### src/design/spq_pkg.sv
// ----------------------------------------------------------------------------
// spq_pkg
// Shared types, sizes and codes for the sorted priority queue.
// ----------------------------------------------------------------------------
package spq_pkg;

  localparam int CAPACITY = 64;
  localparam int IDX_W    = $clog2(CAPACITY);
  localparam int CNT_W    = $clog2(CAPACITY + 1);

  // Operation codes.
  localparam logic [2:0] OP_INSERT   = 3'd0;
  localparam logic [2:0] OP_REMOVE   = 3'd1;
  localparam logic [2:0] OP_PEEK     = 3'd2;
  localparam logic [2:0] OP_EXISTS   = 3'd3;
  localparam logic [2:0] OP_READ     = 3'd4;
  localparam logic [2:0] OP_INCREASE = 3'd5;
  localparam logic [2:0] OP_DECREASE = 3'd6;

  // Status codes.
  localparam logic [1:0] ST_OK    = 2'd0;
  localparam logic [1:0] ST_EMPTY = 2'd1;
  localparam logic [1:0] ST_FULL  = 2'd2;
  localparam logic [1:0] ST_NOKEY = 2'd3;

  typedef struct packed {
    logic [2:0]         operation;
    logic [15:0]        key;
    logic [31:0]        info;
    logic signed [31:0] priority_req;
    logic signed [31:0] amount;
  } in_item_t;

  typedef struct packed {
    logic [1:0]         status;
    logic               found;
    logic [31:0]        info_out;
    logic signed [31:0] priority_out;
  } out_item_t;

  typedef struct packed {
    logic [15:0]        key;
    logic [31:0]        info;
    logic signed [31:0] prio;
  } entry_t;

  typedef struct packed {
    logic             we;
    logic [IDX_W-1:0] waddr;
    entry_t           wdata;
    logic [IDX_W-1:0] raddr;
  } mem_req_t;

  typedef struct packed {
    logic             idle;
    logic [CNT_W-1:0] count;
  } ctrl_sts_t;

  typedef enum logic [3:0] {
    S_IDLE,
    S_DISPATCH,
    S_HEAD_ISSUE,
    S_HEAD_USE,
    S_SHUP_ISSUE,
    S_SHUP_USE,
    S_FIND_ISSUE,
    S_FIND_USE,
    S_INS_ISSUE,
    S_INS_USE,
    S_INS_WRITE,
    S_DONE
  } ctrl_state_t;

endpackage

### src/design/spq_ctrl.sv
// ----------------------------------------------------------------------------
// spq_ctrl
// Sequencer that searches, shifts and places entries in the entry memory.
// ----------------------------------------------------------------------------
module spq_ctrl (
  input  logic               clk,
  input  logic               rst_n,
  input  logic               in_valid,
  input  spq_pkg::in_item_t  in_data,
  output logic               in_stall,
  output logic               res_valid,
  output spq_pkg::out_item_t res_item,
  input  logic               res_taken,
  output spq_pkg::mem_req_t  mem_req,
  input  spq_pkg::entry_t    rd_data,
  output spq_pkg::ctrl_sts_t sts
);
  import spq_pkg::*;

  ctrl_state_t        state_r, state_nxt;
  logic [2:0]         op_r;
  logic [15:0]        key_r;
  logic [31:0]        info_r;
  logic signed [31:0] prio_r;
  logic signed [31:0] amount_r;
  logic [CNT_W-1:0]   idx_r;
  logic [CNT_W-1:0]   count_r;
  logic [1:0]         status_r;
  logic               found_r;
  logic [31:0]        iout_r;
  logic signed [31:0] pout_r;

  logic [CNT_W-1:0]   idx_inc, idx_dec, cnt_dec;
  logic               is_full, is_empty, is_lookup, is_change;
  logic               key_match, find_last, shup_more, moves_down;
  logic signed [32:0] sum_w;
  logic signed [31:0] sat_w;

  // Shared conditions.
  assign idx_inc    = idx_r + CNT_W'(1);
  assign idx_dec    = idx_r - CNT_W'(1);
  assign cnt_dec    = count_r - CNT_W'(1);
  assign is_full    = (count_r == CNT_W'(CAPACITY));
  assign is_empty   = (count_r == '0);
  assign is_change  = (op_r == OP_INCREASE) || (op_r == OP_DECREASE);
  assign is_lookup  = (op_r == OP_EXISTS) || (op_r == OP_READ) || is_change;
  assign key_match  = (rd_data.key == key_r);
  assign find_last  = (idx_inc >= count_r);
  assign shup_more  = (idx_inc < count_r);
  assign moves_down = (rd_data.prio <= prio_r);

  // Saturating priority change.
  always_comb begin
    if (op_r == OP_INCREASE) begin
      sum_w = {rd_data.prio[31], rd_data.prio} + {amount_r[31], amount_r};
    end else begin
      sum_w = {rd_data.prio[31], rd_data.prio} - {amount_r[31], amount_r};
    end
    if (sum_w[32] != sum_w[31]) begin
      sat_w = sum_w[32] ? 32'sh8000_0000 : 32'sh7fff_ffff;
    end else begin
      sat_w = sum_w[31:0];
    end
  end

  // Next state.
  always_comb begin
    state_nxt = state_r;
    unique case (state_r)
      S_IDLE: begin
        if (in_valid) state_nxt = S_DISPATCH;
      end
      S_DISPATCH: begin
        if (op_r == OP_INSERT) begin
          if (is_full)       state_nxt = S_DONE;
          else if (is_empty) state_nxt = S_INS_WRITE;
          else               state_nxt = S_INS_ISSUE;
        end else if ((op_r == OP_REMOVE) || (op_r == OP_PEEK)) begin
          state_nxt = is_empty ? S_DONE : S_HEAD_ISSUE;
        end else if (is_lookup) begin
          state_nxt = is_empty ? S_DONE : S_FIND_ISSUE;
        end else begin
          state_nxt = S_DONE;
        end
      end
      S_HEAD_ISSUE: state_nxt = S_HEAD_USE;
      S_HEAD_USE: begin
        state_nxt = (op_r == OP_REMOVE) ? S_SHUP_ISSUE : S_DONE;
      end
      S_SHUP_ISSUE: begin
        if (shup_more)              state_nxt = S_SHUP_USE;
        else if (op_r == OP_REMOVE) state_nxt = S_DONE;
        else if (cnt_dec == '0)     state_nxt = S_INS_WRITE;
        else                        state_nxt = S_INS_ISSUE;
      end
      S_SHUP_USE:   state_nxt = S_SHUP_ISSUE;
      S_FIND_ISSUE: state_nxt = S_FIND_USE;
      S_FIND_USE: begin
        if (key_match)      state_nxt = is_change ? S_SHUP_ISSUE : S_DONE;
        else if (find_last) state_nxt = S_DONE;
        else                state_nxt = S_FIND_ISSUE;
      end
      S_INS_ISSUE: state_nxt = S_INS_USE;
      S_INS_USE: begin
        if (moves_down) state_nxt = (idx_dec == '0) ? S_INS_WRITE : S_INS_ISSUE;
        else            state_nxt = S_INS_WRITE;
      end
      S_INS_WRITE: state_nxt = S_DONE;
      S_DONE: begin
        if (res_taken) state_nxt = S_IDLE;
      end
      default: state_nxt = S_IDLE;
    endcase
  end

  // Outputs and memory requests.
  always_comb begin
    mem_req       = '0;
    mem_req.wdata = rd_data;
    mem_req.waddr = idx_r[IDX_W-1:0];
    in_stall      = (state_r != S_IDLE);
    res_valid     = (state_r == S_DONE);
    unique case (state_r)
      S_HEAD_ISSUE: mem_req.raddr = '0;
      S_SHUP_ISSUE: mem_req.raddr = idx_inc[IDX_W-1:0];
      S_SHUP_USE:   mem_req.we    = 1'b1;
      S_FIND_ISSUE: mem_req.raddr = idx_r[IDX_W-1:0];
      S_INS_ISSUE:  mem_req.raddr = idx_dec[IDX_W-1:0];
      S_INS_USE:    mem_req.we    = moves_down;
      S_INS_WRITE: begin
        mem_req.we    = 1'b1;
        mem_req.wdata = '{key: key_r, info: info_r, prio: prio_r};
      end
      default: mem_req.raddr = '0;
    endcase
  end

  assign res_item = '{status: status_r, found: found_r, info_out: iout_r,
                      priority_out: pout_r};
  assign sts      = '{idle: (state_r == S_IDLE), count: count_r};

  // Control registers.
  always_ff @(posedge clk) begin
    if (!rst_n) begin
      state_r <= S_IDLE;
      count_r <= '0;
    end else begin
      state_r <= state_nxt;
      if ((state_r == S_SHUP_ISSUE) && !shup_more) count_r <= cnt_dec;
      if (state_r == S_INS_WRITE)                  count_r <= count_r + CNT_W'(1);
    end
  end

  // Item and result registers.
  always_ff @(posedge clk) begin
    unique case (state_r)
      S_IDLE: begin
        op_r     <= in_data.operation;
        key_r    <= in_data.key;
        info_r   <= in_data.info;
        prio_r   <= in_data.priority_req;
        amount_r <= in_data.amount;
      end
      S_DISPATCH: begin
        status_r <= ST_OK;
        found_r  <= 1'b0;
        iout_r   <= '0;
        pout_r   <= '0;
        idx_r    <= (op_r == OP_INSERT) ? count_r : '0;
        if ((op_r == OP_INSERT) && is_full) status_r <= ST_FULL;
        if (((op_r == OP_REMOVE) || (op_r == OP_PEEK)) && is_empty) status_r <= ST_EMPTY;
        if (is_lookup && (op_r != OP_EXISTS) && is_empty) status_r <= ST_NOKEY;
      end
      S_HEAD_USE: begin
        iout_r <= rd_data.info;
        pout_r <= rd_data.prio;
        idx_r  <= '0;
      end
      S_SHUP_ISSUE: begin
        if (!shup_more) idx_r <= cnt_dec;
      end
      S_SHUP_USE: idx_r <= idx_inc;
      S_FIND_USE: begin
        if (key_match) begin
          if (op_r == OP_EXISTS) found_r <= 1'b1;
          if (op_r == OP_READ)   pout_r  <= rd_data.prio;
          if (is_change) begin
            info_r <= rd_data.info;
            prio_r <= sat_w;
            pout_r <= sat_w;
          end
        end else begin
          idx_r <= idx_inc;
          if (find_last && (op_r != OP_EXISTS)) status_r <= ST_NOKEY;
        end
      end
      S_INS_USE: begin
        if (moves_down) idx_r <= idx_dec;
      end
      default: begin
      end
    endcase
  end

endmodule

### config.mk
export PLATFORM = sky130hd
export DESIGN_NAME = spq_ctrl
export DESIGN_NICKNAME = d
export VERILOG_FILES = /design/src/design/spq_pkg.sv /design/src/design/spq_ctrl.sv
export SDC_FILE = /design/constraint.sdc
export NUM_CORES = 1
export LEC_CHECK = 0
export ABC_AREA = 1
export ABC_CLOCK_PERIOD_IN_PS = 6400
export BUFFER_PORTS_ARGS = -buffer_cell sky130_fd_sc_hd__buf_4
export CORE_MARGIN = 5
export CORE_UTILIZATION = 35
export DETAILED_ROUTE_END_ITERATION = 8
export GPL_TIMING_DRIVEN = 0
export MAX_ROUTING_LAYER = met4
export PLACE_DENSITY = 0.67
export SYNTH_ARGS = -nofsm -noshare
export SYNTH_HDL_FRONTEND = slang
export SYNTH_SLANG_ARGS = --single-unit
### constraint.sdc
create_clock -name clk -period 6.4 [get_ports clk]
set_input_delay 0.32 -clock clk [delete_from_list [all_inputs] [get_ports clk]]
set_output_delay 0.32 -clock clk [all_outputs]
set_load 0.02 [all_outputs]
=== After elaboration in Yosys (flattened, before gate mapping) ===
Index checks and enable logic that the tools add are counted.

* $add $sub $neg: 6
* Magnitude comparators: 3
* Equality and inequality tests: 31
* Muxes and demuxes: 52
* Reduce and logical (&&, ||, !) cells: 30

{| class="wikitable"
|+ Operator list
! kind !! count
|-
| $mux W32 || 9
|-
| $pmux W32 S2 || 3
|-
| $pmux W32 S3 || 1
|-
| $mux W80 || 1
|-
| $mux W4 || 12
|-
| $pmux W4 S12 || 1
|-
| $mux W7 || 6
|-
| $pmux W7 S6 || 1
|-
| $add A32 B32 Y33 || 1
|-
| $mux W33 || 1
|-
| $sub A32 B32 Y33 || 1
|-
| $le A32 B32 Y1 || 1
|-
| $mux W2 || 11
|-
| $logic_not A7 Y1 || 3
|-
| $pmux W6 S3 || 1
|-
| $eq A16 B16 Y1 || 1
|-
| $eq A4 B3 Y1 const B || 4
|-
| $eq A4 B4 Y1 const B || 4
|-
| $ne A2 B2 Y1 const B || 8
|-
| $add A7 B1 Y7 const B || 2
|-
| $sub A7 B1 Y7 const B || 2
|-
| $reduce_and A3 Y1 || 4
|-
| $eq A3 B3 Y1 const B || 3
|-
| $eq A4 B2 Y1 const B || 2
|-
| other kinds (25) || 39
|}

* Flip-flop bits (word level): 200
* Input port bits: 199
* Output and inout bits: 170
* Word-level logic and storage cells: 134

=== Logic depth before layout (Yosys ltp) ===
Gate-level depths: netlist of run 1.

* Depth in word-level cells: 7
* Gate-level depth with buffers: 29
* Gate-level depth less buffers: 29

=== Worst setup path before layout of run 1 ===
No wires, ideal clock.

* Path kind: register to register
* From: reg state_r[2]
* To: reg info_r[0] (enable)
* Library setup time: 0.507 ns
* Arrival: 7.001 ns
* Data required time: 5.893 ns
* Setup slack: -1.109 ns
* Stages on the path, launching flop included: 6
* Buffers on the path: 0
* Period minus slack after synthesis: 7.509 ns
* Cell sequence: dfxtp_1 nor2_1 inv_1 nor2_1 inv_1 a21oi_1

{| class="wikitable"
|+ RTL lines
! item !! RTL line !! text
|-
| start: declaration || spq_ctrl.sv:20 || <nowiki>ctrl_state_t state_r, state_nxt;</nowiki>
|-
| start signal: assignment || spq_ctrl.sv:148 || <nowiki>state_r <= state_nxt;</nowiki>
|-
| end signal: assignment || spq_ctrl.sv:160 || <nowiki>info_r <= in_data.info;</nowiki>
|-
| end signal: assignment || spq_ctrl.sv:188 || <nowiki>info_r <= rd_data.info;</nowiki>
|-
| end: declaration || spq_ctrl.sv:23 || <nowiki>logic [31:0] info_r;</nowiki>
|}

=== Final worst setup path of run 1 ===
* From: reg amount_r[0]
* To: reg pout_r[13] (data pin)

* Word-level cells in the longest chain between the ends: 7
* Elaborated cells on any way between the ends: 9
* Those cells by class: 2 x add/sub; 1 x eq/ne; 6 x mux

{| class="wikitable"
|+ RTL lines
! item !! RTL line !! text
|-
| start: declaration || spq_ctrl.sv:25 || <nowiki>logic signed [31:0] amount_r;</nowiki>
|-
| start signal: assignment || spq_ctrl.sv:162 || <nowiki>amount_r <= in_data.amount;</nowiki>
|-
| $sub A32 B32 Y33 / $add A32 B32 Y33 (equally long branches) || spq_ctrl.sv:57, spq_ctrl.sv:55 ||
|-
| $mux W33 (*) || spq_ctrl.sv:54 || <nowiki>if (op_r == OP_INCREASE) begin</nowiki>
|-
| $mux W32 / $ne A1 B1 Y1 (equally long branches) || spq_ctrl.sv:60, spq_ctrl.sv:59 ||
|-
| $mux W32 (*) || spq_ctrl.sv:59 || <nowiki>if (sum_w[32] != sum_w[31]) begin</nowiki>
|-
| $mux W32 (*) || spq_ctrl.sv:187 || <nowiki>if (is_change) begin</nowiki>
|-
| $mux W32 (*) || spq_ctrl.sv:184 || <nowiki>if (key_match) begin</nowiki>
|-
| $pmux W32 S3 (*) || spq_ctrl.sv:156 || <nowiki>unique case (state_r)</nowiki>
|-
| end signal: assignment || spq_ctrl.sv:176 || <nowiki>pout_r <= rd_data.prio;</nowiki>
|-
| end signal: assignment || spq_ctrl.sv:186 || <nowiki>if (op_r == OP_READ) pout_r <= rd_data.prio;</nowiki>
|-
| end signal: assignment || spq_ctrl.sv:190 || <nowiki>pout_r <= sat_w;</nowiki>
|-
| end: declaration || spq_ctrl.sv:31 || <nowiki>logic signed [31:0] pout_r;</nowiki>
|}

Every way passes the cells marked *; elsewhere a longest branch is shown, timed or not. The select of a mux whose other input is x is not followed.
A chain may end at the register's enable or synchronous reset.

==> flow_summary_export.csv, run 1 <==
group,metric,value,unit
status,status,"complete, no violations",
logic_synthesis,synth.cell_area,14200,um2
logic_synthesis,netlist.area_leader.share,39.9,%
place,pre_cts_slack,1860,ps
route,finalWirelength,54.7,mm
sta,max_freq,216,MHz
power,irDropWorstVdd,248,uV
power,powerDensity,472,nW/um2
power,finalPower,8.73,mW
sta,layout_min_cycle_time,4630,ps
critical_path,crit_type,"flop to flop",
critical_path,cp.arrival,4840,ps
die,ios,369,
finish,syn_to_final_growth,29.9,%
logic_synthesis,yosys_most_used_dff,"edfxtp_1",
sta,worst_pin_slew,1130,ps
grt,grt_max_degree,36,
place,dpl_cell_area,17800,um2
sta,relSlewSlack,24.6,%
clocking,numClockSinks,200,
critical_path,cp_max_fo,10,
finish,drive_above_1_share,23.2,%
logic_synthesis,synth_area_leaders,"edfxtp_1 40%, nand2_1 12%, ha_1 7.0%",
clocking,clk_latency,470,ps
critical_path,critPathLaunchType,"flop",
logic_synthesis,yosys-top-cells-count,"443 x nand2_1, 240 x inv_1, 189 x edfxtp_1, 150 x nor2_1, 143 x o21ai_0",
clocking,ctsResizeCount,0,
die,coreArea,40000,um2
route,drt-initial-drc-count,1063,
sta,worst_slack,1770,ps
route,vias_per_cell,5.11,
route,postRouteAntennaNets,0,
logic_synthesis,yosysWarnings,0,
finish,final_core_util,46.2,%
logic_synthesis,synth_area_per_cell,7.96,um2
sta,hold_viol,0,
flow_run,drv_cap,0,
sta,rsz0062_at_grt,"no",
clocking,cts_buffers,17,
place,hpwl,44.7,mm
logic_synthesis,syn_nets,2068,
die,start_util,35.6,%
critical_path,cp-end-kind,"flop",
sta,final_max_slew_viol_count,0,
sta,fin_crit_sh,72.4,%
grt,grt_overflow,0,
place,routabilityCongestion,0.946,
logic_synthesis,yosysMostFrequentCell,"nand2_1",
logic_synthesis,synth_cells,1788,
finish,fillers,4016,
clocking,path_clk_slew,70,ps
logic_synthesis,synth_edf_count,189,
logic_synthesis,yosysTopAreaCell,"edfxtp_1",
place,io_buffers,368,
finish,nets,2474,
route,routedWlPerCell,20.0,um
logic_synthesis,synthArstFlopShare,0,%
logic_synthesis,ys_ff_latch,200,
grt,grt_pass1_vias,13700,
die,die_width,212,um
grt,grt_pass1_wl,79.6,mm
sta,finalClockSkew,13.8,ps
die,placementRows,73,
sta,whs,24.2,ps
power,leakagePower,8.99,nW
logic_synthesis,ys_seq_area_share,41.4,%
finish,fin_area,18500,um2
clocking,cts_buffer_depth,2,
critical_path,cp_data_required_time,6610,ps
route,drc_errors,0,
grt,grt_use_total,24.1,%
route,vias,14000,
clocking,cts.htree.levels,4,
die,dieArea,44800,um2
grt,antenna_found_initial,5,
route,drtPass1Iterations,6,
die,die_y,212,um
sta,setup_viol,0,
min_path,min_path_type,"primary input to flop",
logic_synthesis,ys_types,49,
clocking,cts_tree,"done",
clocking,clock-root-buffer,"clkbuf_16",
## sequential cells by signal, indices dropped and copies added (netlist names)
signal / count
count_r: 7
key_r: 16
info_r: 32
prio_r: 32
amount_r: 32
iout_r: 32
op_r: 3
found_r: 1
pout_r: 32
state_r: 4
idx_r: 7
status_r: 2
## cells in the final DEF (no fill, tap or decap), types with 45 or more instances in the layout
| cell type | Yosys | layout |
|---|---|---|
| a21oi_1 | 95 | 94 |
| buf_4 | 9 | 377 |
| clkbuf_1 | 45 | 47 |
| edfxtp_1 | 189 | 189 |
| ha_1 | 80 | 80 |
| inv_1 | 240 | 240 |
| nand2_1 | 443 | 443 |
| nand3_1 | 91 | 91 |
| nor2_1 | 150 | 148 |
| o21ai_0 | 143 | 143 |
| xnor2_1 | 45 | 45 |
## worst max-delay path, stage by stage, from the launching register on
cell and delay [ps]:
edfxtp_1 520, inv_1 130, ha_1 200, nand3_1 120, nor2_2 230, nand2_1 110, inv_1 90, nand3_1 100
nor2_1 210, nand2_1 140, o31ai_1 330, xnor2_1 220, ha_1 370, a21o_1 230, a21oi_1 130, nand2_1 70
a21oi_1 230, nand3b_1 120, nand2_2 130, nand3_4 100, buf_6 170, nand3_2 80, nand3_1 60, o21ai_1 170
inv_1 90
## power breakdown
part           switching [mW]  leakage (nW)  internal (mW)  total (mW)
Combinational            3.34          6.79           1.81        5.15
Clock                   0.554         0.271          0.518        1.07
Sequential              0.329          1.93           2.18        2.51
## what timing repair did
item | 4_1_cts | 5_1_grt
hold endpoints to repair | 12 | 0
buffers inserted | 0 | 0
hold buffers | 12 | 0
## per-stage QoR
step / std cells / setup TNS [ps]
global placement: 2681 / -145250
finish: 2736 / 0
detailed placement: 2688 / 0
global route: 2736 / 0
CTS: 2732 / 0
floorplan: 1788 / 0
## layer usage
layer / GRT usage (%) / part of all wire, % / up-vias
li1: - / - / 6749
met1: 29.8 / 41 / 6510
met2: 38.1 / 47 / 602
met3: 5.32 / 8.3 / 119
met4: 10.7 / 4.4 / 0
met5: - / 0 / -
## path summary, 6_finish.rpt
path	start	end	slack (ps)	cells past startpoint
max	amount_r[0]	pout_r[13]	1770	24
min	in_data[28]	amount_r[28]	20	1
max reg2reg	amount_r[0]	pout_r[13]	1770	24
min reg2reg	count_r[5]	count_r[5]	540	2
## kinds of logic after synthesis
kind of cell    synth area share, %
compound gates                 11.5
fa+ha+maj                      7.17
buf+inv                        9.02
flops                          41.4
simple gates                   26.0
xor+xnor                       4.86
## area by class of cell
class                           instances  area [um2]  area share, %
Buffer                                 67         362           1.95
Inverter                              245         922           4.99
Timing Repair Buffer                  387        3000           16.2
Clock buffer                           19         433           2.34
Multi-Input combinational cell       1276        7090           38.3
Clock inverter                         13         131          0.710
Tap cell                              525         657           3.55
Antenna cell                            4        10.0         0.0541
Sequential cell                       200        5900           31.9
Power figures use the tool's default switching activity.
==> run 2, diff against run 1 <==
ABC_AREA = 0   (was 1)
ABC_CLOCK_PERIOD_IN_PS = 4200   (was 6400)
clock period = 4.2 ns   (was 6.4 ns; I/O delays follow)
==> flow_summary_export.csv, run 2 <==
group,metric,value,unit
logic_synthesis,synth.cell_area,13500,um2
die,placementRows,71,
logic_synthesis,ys_ff_latch,200,
grt,grt_pass1_vias,12600,
flow_run,drv_cap,0,
critical_path,cp_slowest_cell,"or4_4",
sta,setup_viol,64,
logic_synthesis,synth_edf_count,189,
status,status,"finished with violations",
logic_synthesis,synthArstFlopShare,0,%
route,drt-initial-drc-count,1193,
place,hpwl,39.3,mm
route,finalWirelength,51.4,mm
sta,finalSetupTns,-50330,ps
die,ios,369,
power,leakagePower,8.08,nW
critical_path,cp-end-kind,"flop",
die,die_width,206,um
sta,hold_viol,0,
finish,regArea,5900,um2
clocking,clock-root-buffer,"clkbuf_16",
logic_synthesis,syn_nets,1656,
die,dieArea,42500,um2
place,io_buffers,368,
sta,rsz0062_at_grt,"yes",
power,finalPower,14.8,mW
route,postRouteAntennaNets,0,
route,wl_met3,3.99,mm
sta,finalClockSkew,15.6,ps
route,top_layer,"met4",
die,coreArea,37800,um2
sta,max_freq,196,MHz
finish,layout_common_cells,"405 x buf_4, 192 x nand2_1, 189 x edfxtp_1, 97 x a21oi_1, 93 x nor2_1",
sta,layout_min_cycle_time,5110,ps
die,die_y,206,um
grt,grt_overflow,0,
route,drt-met1-wl,20.0,mm
status,failed_checks,"negative setup slack",
critical_path,worst_path_largest_cell_delay,550,ps
critical_path,r2r.worst_path.cells,18,
clocking,cts_buffers,17,
clocking,cts_buffer_depth,2,
min_path,min_from,"in_data[77]",
grt,grt_max_degree,44,
power,powerDensity,775,nW/um2
logic_synthesis,synth_area_per_cell,9.78,um2
route,drc_errors,0,
clocking,cts_tree,"done",
min_path,min_path_type,"primary input to flop",
logic_synthesis,yosys_most_used_dff,"edfxtp_1",
logic_synthesis,yosys-top-cells-count,"193 x nand2_1, 189 x edfxtp_1, 106 x a21oi_1, 94 x nor2_1, 82 x o21ai_0",
sta,worst_slack,-907,ps
critical_path,worst_r2r_endpoint,"pout_r[15]",
grt,grt_use_total,23.9,%
route,vias,12800,
finish,fin_area,19100,um2
logic_synthesis,ys_seq_area_share,43.8,%
finish,fillers,3433,
clocking,numClockSinks,200,
finish,layout_commonest_cell,"buf_4",
route,drtPass1Iterations,5,
route,routedWlPerCell,21.5,um
critical_path,cp_data_required_time,4400,ps
die,start_util,35.5,%
finish,syn_to_final_growth,42.2,%
sta,whs,15.0,ps
power,irDropWorstVdd,633,uV
finish,nets,2151,
place,pre_cts_slack,-1910,ps
critical_path,critPathLaunchType,"flop",
critical_path,r2r-start,"amount_r[2]",
logic_synthesis,yosysMostFrequentCell,"nand2_1",
critical_path,rrSetupSlack,-910,ps
grt,antenna_found_initial,2,
logic_synthesis,yosysWarnings,0,
critical_path,crit_path_frequent_cell,"or4_4",
sta,relSlewSlack,27.4,%
critical_path,path_cells,"or4_4 > or3b_4 > or3_4 > o31ai_4 > xnor2_1 > ha_1 > nand4_1 > or4_4 > a211oi_4 > or4_4 > a41oi_4 > o31ai_4 > xor2_4 > buf_12 > buf_12 > nor3_4 > buf_6 > a221o_1",
clocking,path_clk_slew,80,ps
route,wl_met2,25.8,mm
clocking,cts.htree.levels,4,
critical_path,cp_max_fo,5,
place,dp.cells,2258,
min_path,holdPathStages,3,
sta,final_max_slew_viol_count,0,
logic_synthesis,synth_area_leaders,"edfxtp_1 42%, ha_1 7.4%, mux2_2 6.6%",
min_path,hold_end,"info_r[13]",
finish,final_core_util,50.6,%
critical_path,crit_type,"flop to flop",
route,vias_per_cell,5.35,
critical_path,cp.arrival,5310,ps
grt,grt_pass1_wl,74.8,mm
finish,multi_input_area,7440,um2
logic_synthesis,ys_types,68,
place,dpl_cell_area,17000,um2
sta,worst_pin_slew,1080,ps
logic_synthesis,netlist.area_leader.share,42.2,%
place,routabilityCongestion,0.935,
clocking,clk_latency,470,ps
finish,drive_above_1_share,32.7,%
logic_synthesis,yosysTopAreaCell,"edfxtp_1",
finish,fin_cells,2396,
logic_synthesis,synth_cells,1376,
sta,fin_crit_sh,122,%
==> run 2: metal layers <==
layer  GRT usage [%]  vias up
met5               -        -
met1            28.6     6141
li1                -     6032
met4            8.44        0
met3            4.10       94
met2            40.7      559
==> run 2: timing repair <==
action / CTS / global route
hold buffers: 66 / 0
gates resized for setup: 58 / 53
gates cloned: 4 / 0
buffers inserted: 31 / 12
hold endpoints to repair: 65 / 0
pin swaps: 19 / 35
endpoints found under the setup margin: 64 / 64
==> run 2: critical path: cells and delay by family (launching register included) <==
| kind | cells | cell delay (ps) |
|---|---|---|
| AOI/OAI and AO/OA | 5 | 1160 |
| adders and majority gates | 1 | 340 |
| and+or+nand+nor | 7 | 2180 |
| buffers and inverters | 3 | 400 |
| xor gates and xnor gates | 2 | 380 |
| DFF | 1 | 380 |
==> run 2: cell type report <==
class / count / share of cell area, %
Tap cell: 511 / 3.34
Sequential cell: 200 / 30.8
Buffer: 67 / 1.78
Inverter: 64 / 1.26
Clock inverter: 14 / 1.09
Timing Repair Buffer: 483 / 20.6
Antenna cell: 2 / 0.0262
Clock buffer: 17 / 2.22
Multi-Input combinational cell: 1038 / 38.9
==> run 2: logic make-up (layout without fill, tap and decap cells) <==
group,after synthesis,after routing,share of synthesized area [%]
AO/OA/AOI/OAI,347,347,16.7
flip-flops,200,200,43.8
other,0,2,0
multiplexers,81,81,6.76
XOR/XNOR,93,93,6.11
adder cells (fa/ha/maj),81,81,7.59
AND/OR/NAND/NOR,436,436,14.9
buffers and inverters,138,645,4.13
==> run 2: worst max path at each step <==
| stage | from | slack (ps) | to |
|---|---|---|---|
| floorplan | amount_r[3] | -610 | pout_r[2] |
| global placement | op_r[0] | -1910 | prio_r[0] |
| detailed placement | op_r[0] | -1910 | prio_r[0] |
| CTS | amount_r[1] | -1050 | pout_r[12] |
| global route | amount_r[3] | -1040 | pout_r[26] |
| finish | amount_r[2] | -910 | pout_r[15] |
==> run 2: where the power goes <==
group	switching (mW)	internal (mW)
clock	0.843	1.01
combinational	5.63	3.57
sequential	0.485	3.28
